File: config.mk
export PLATFORM = sky130hd
export DESIGN_NAME = tcst_ram
export DESIGN_NICKNAME = d
export VERILOG_FILES = /design/src/rtl/tcst_ram.sv
export SDC_FILE = /design/constraint.sdc
export NUM_CORES = 1
export LEC_CHECK = 0
export BUFFER_PORTS_ARGS = -buffer_cell sky130_fd_sc_hd__buf_2
export CORE_MARGIN = 2
export CORE_UTILIZATION = 50
export DETAILED_ROUTE_END_ITERATION = 16
export PLACE_DENSITY = 0.79
export SETUP_SLACK_MARGIN = 0.4
export SLEW_MARGIN = 20
export SYNTH_ARGS = -nofsm -noshare
export SYNTH_HDL_FRONTEND = slang
export SYNTH_SLANG_ARGS = --single-unit
export TNS_END_PERCENT = 5
File: constraint.sdc
create_clock -name clk -period 2.1 [get_ports clk]
set_input_delay 0.42 -clock clk [delete_from_list [all_inputs] [get_ports clk]]
set_output_delay 0.42 -clock clk [all_outputs]
set_load 0.01 [all_outputs]
File: src/rtl/tcst_ram.sv
`timescale 1ns / 1ps
// Generic simple dual-port RAM: one write port, one read port, registered read.
// Read during write to the same address returns the old contents.
module tcst_ram #(
	parameter int WIDTH = 8,
	parameter int DEPTH = 16,
	parameter int AW    = (DEPTH > 1) ? $clog2(DEPTH) : 1
) (
	input  logic             clk,
	input  logic             we,
	input  logic [AW-1:0]    waddr,
	input  logic [WIDTH-1:0] wdata,
	input  logic [AW-1:0]    raddr,
	output logic [WIDTH-1:0] rdata
);

	logic [WIDTH-1:0] mem [DEPTH];

	// write port and registered read port
	always_ff @(posedge clk) begin
		if (we) begin
			mem[waddr] <= wdata;
		end
		rdata <= mem[raddr];
	end

endmodule

==> impl_metrics.csv <==
group,metric,value,unit
timing,setup_viol,0,
grt,antenna_found_initial,0,
synth,ys_types,19,
placed_design,port_buffers,25,
outcome,outcome,"finished clean",
critical_path,path_delay_family,"flip-flops",
synth,netlist_instances,229,
grt,grt_pass1_vias,2616,
cells_and_area,synthToLayoutAreaGrowth,20.4,%
timing,post-route-min-period,1.46,ns
grt,overflow,0,
timing,timing.fmax,0.683,GHz
timing,setup_tns,0,ns
grt,grt_use_total,19.9,%
floorplan,die_w,105,um
routing,drt-total-wl,10200,um
pwr,leakage,0.00213,uW
synth,synthesis.nets,247,
routing,vias,2554,
routing,dr.pass1.iters,5,
timing,tightest_slew,0.389,ns
critical_path,critPathArrivalTime,1.04,ns
timing,skew,0.00501,ns
cts,worstSkewPairLatency,0.52,ns
cts,h-tree-depth,4,
timing,finalCritPeriodShare,69.7,%
critical_path,start_kind,"flop",
cts,clock_sinks,136,
synth,synth.avg_cell_area,22.5,um^2
grt,grt_max_degree,20,
routing,remaining_drc_errors,0,
timing,hold_viol_final,0,
timing,timing.final.max_slew_violations,0,
critical_path,worstSetupPathType,"reg -> out",
cells_and_area,insertedDiodeCount,0,
critical_path,crit_path_top_delay_cell,"dfxtp_1",
cts,cts_setup_buffers,0,
run,cap_violations,0,
pwr,pwr_density_cell,1050,nW/um^2
critical_path,critPathMaxStageDelay,0.37,ns
floorplan,rows,37,
critical_path,path_cells,"buf_2",
floorplan,ios,26,
routing,wl_per_cell,23.4,um
cts,root_buffer,"clkbuf_8",
floorplan,die_h,105,um
routing,ant_nets,0,
cells_and_area,ff_latch_area,4000,um^2
placed_design,gp_congestion,0.715,
cts,cts_resized,0,
cells_and_area,drive_above_1_share,33.1,%
cts,clockBufferDepth,2,
floorplan,dieArea,11100,um^2
synth,synth-seq-area-share,77.8,%
cts,clk_pin_slew,0.06,ns
cells_and_area,fin_nets,304,
routing,drtIter0Drc,306,
synth,yosysWarnings,0,
floorplan,core,10100,um^2
cells_and_area,final_core_util,61.1,%
cells_and_area,fill_cells,668,
timing,relSlewSlack,74.0,%
critical_path,end_kind,"output port",
synth,synth_seq_cells,136,
cells_and_area,multi_input_comb_area,1060,um^2
routing,vias_per_cell,5.87,
timing,rsz0062_at_grt,"no",
critical_path,crit_fanout,1,
cts,cts_tree,"yes",
placed_design,hpwl,6240,um
cts,holdBufCountCts,0,
synth,syn_area,5150,um^2
cts,cts_buffers,17,
placed_design,dp.cells,403,
cells_and_area,instances_no_fill,435,
critical_path,r2r_setup_slack,0.70,ns
min_path,hold_path.class,"in -> reg",
pwr,total_power,6520,uW
pwr,ir_drop,593,uV
critical_path,cp.required,1.68,ns
grt,grt_pass1_wl,15400,um
floorplan,initial_core_util,50.8,%
critical_path,worst-path-buf-inv,1,
## worst register-to-register path: cells and delay by family (launching register included)
family | cells | cell delay [ns]
AO/OA/AOI/OAI | 1 | 0.31
multiplexers | 1 | 0.51
flip-flops | 1 | 0.35
AND/OR/NAND/NOR | 1 | 0.10
## synth_stat cells
master             n  area, um^2
edfxtp_1         128        3840
nor3_1             4        20.0
nand3b_1           2        15.0
buf_4              1        7.51
nand2b_1           2        12.5
nand3_1            1        5.00
or3b_2             1        8.76
buf_6              3        33.8
buf_2              3        15.0
mux4_2            18         405
nor2_1            13        48.8
dfxtp_1            8         160
mux4_1            14         368
and2b_1            1        7.51
nand2_1            9        33.8
clkdlybuf4s25_2    3        30.0
a22oi_1           16         120
nor2b_1            1        6.26
and2_1             1        6.26
## cells by family (layout without fill, tap and decap cells)
logic type             after synthesis  in the layout  share of synthesized area [%]
buffers and inverters               10             80                           1.68
multiplexers                        32             32                           15.0
AO/OA/AOI/OAI                       16             16                           2.33
flip-flops                         136            136                           77.8
AND/OR/NAND/NOR                     35             35                           3.18
## flip-flops by register name (all words and copies together), names as in the netlist
register / cells
mem: 128
rdata: 8
## per-stage QoR
stage | area, um^2 | worst slack, ns | hold slack [ns]
final | 6200 | 0.636 | 0.285
after CTS | 6200 | 0.611 | 0.269
after global routing | 6200 | 0.592 | 0.279
after detailed placement | 5560 | 0.162 | 0.658
after floorplan | 5150 | 0.414 | 0.519
after global placement | 5560 | 0.198 | 0.645
## area by class of cell
| class | instances | area share [%] |
|---|---|---|
| multi-input cells | 83 | 17.1 |
| well taps | 136 | 2.75 |
| repair buffers | 48 | 5.21 |
| clock inverters | 15 | 3.63 |
| flip-flops and latches | 136 | 64.6 |
| clock buffers | 17 | 6.68 |
## final timing paths
check,end,from,cells after the start
max reg2reg,rdata[4],mem[9][4],3
min reg2reg,rdata[1],mem[14][1],3
max,rdata[4],rdata[4],1
min,mem[4][5],wdata[5],1
## where the power goes
| part | switching [uW] | total, uW | internal, uW |
|---|---|---|---|
| registers | 19.1 | 3050 | 3030 |
| logic | 165 | 292 | 127 |
| clock network | 1120 | 3180 | 2050 |
## routing by layer
layer / vias to the layer above / share of wire, % / global-route usage [%]
met4: 0 / 2.7 / 7.90
met3: 25 / 7.2 / 6.00
li1: 1089 / - / -
met1: 1309 / 39 / 26.0
met5: - / 0 / 0
met2: 131 / 51 / 31.5
## cell usage in the layout, fill, tap and decap left out, drive strengths merged, types with 3 or more instances in the layout
cell and count:
nor3 4, clkbuf 17, nor2 13, dfxtp 8, nand2 9, bufinv 5
clkinv 5, a22oi 16, mux4 32, buf 48, edfxtp 128, clkinvlp 3
Note: power is estimated with default switching activity, not from simulation.
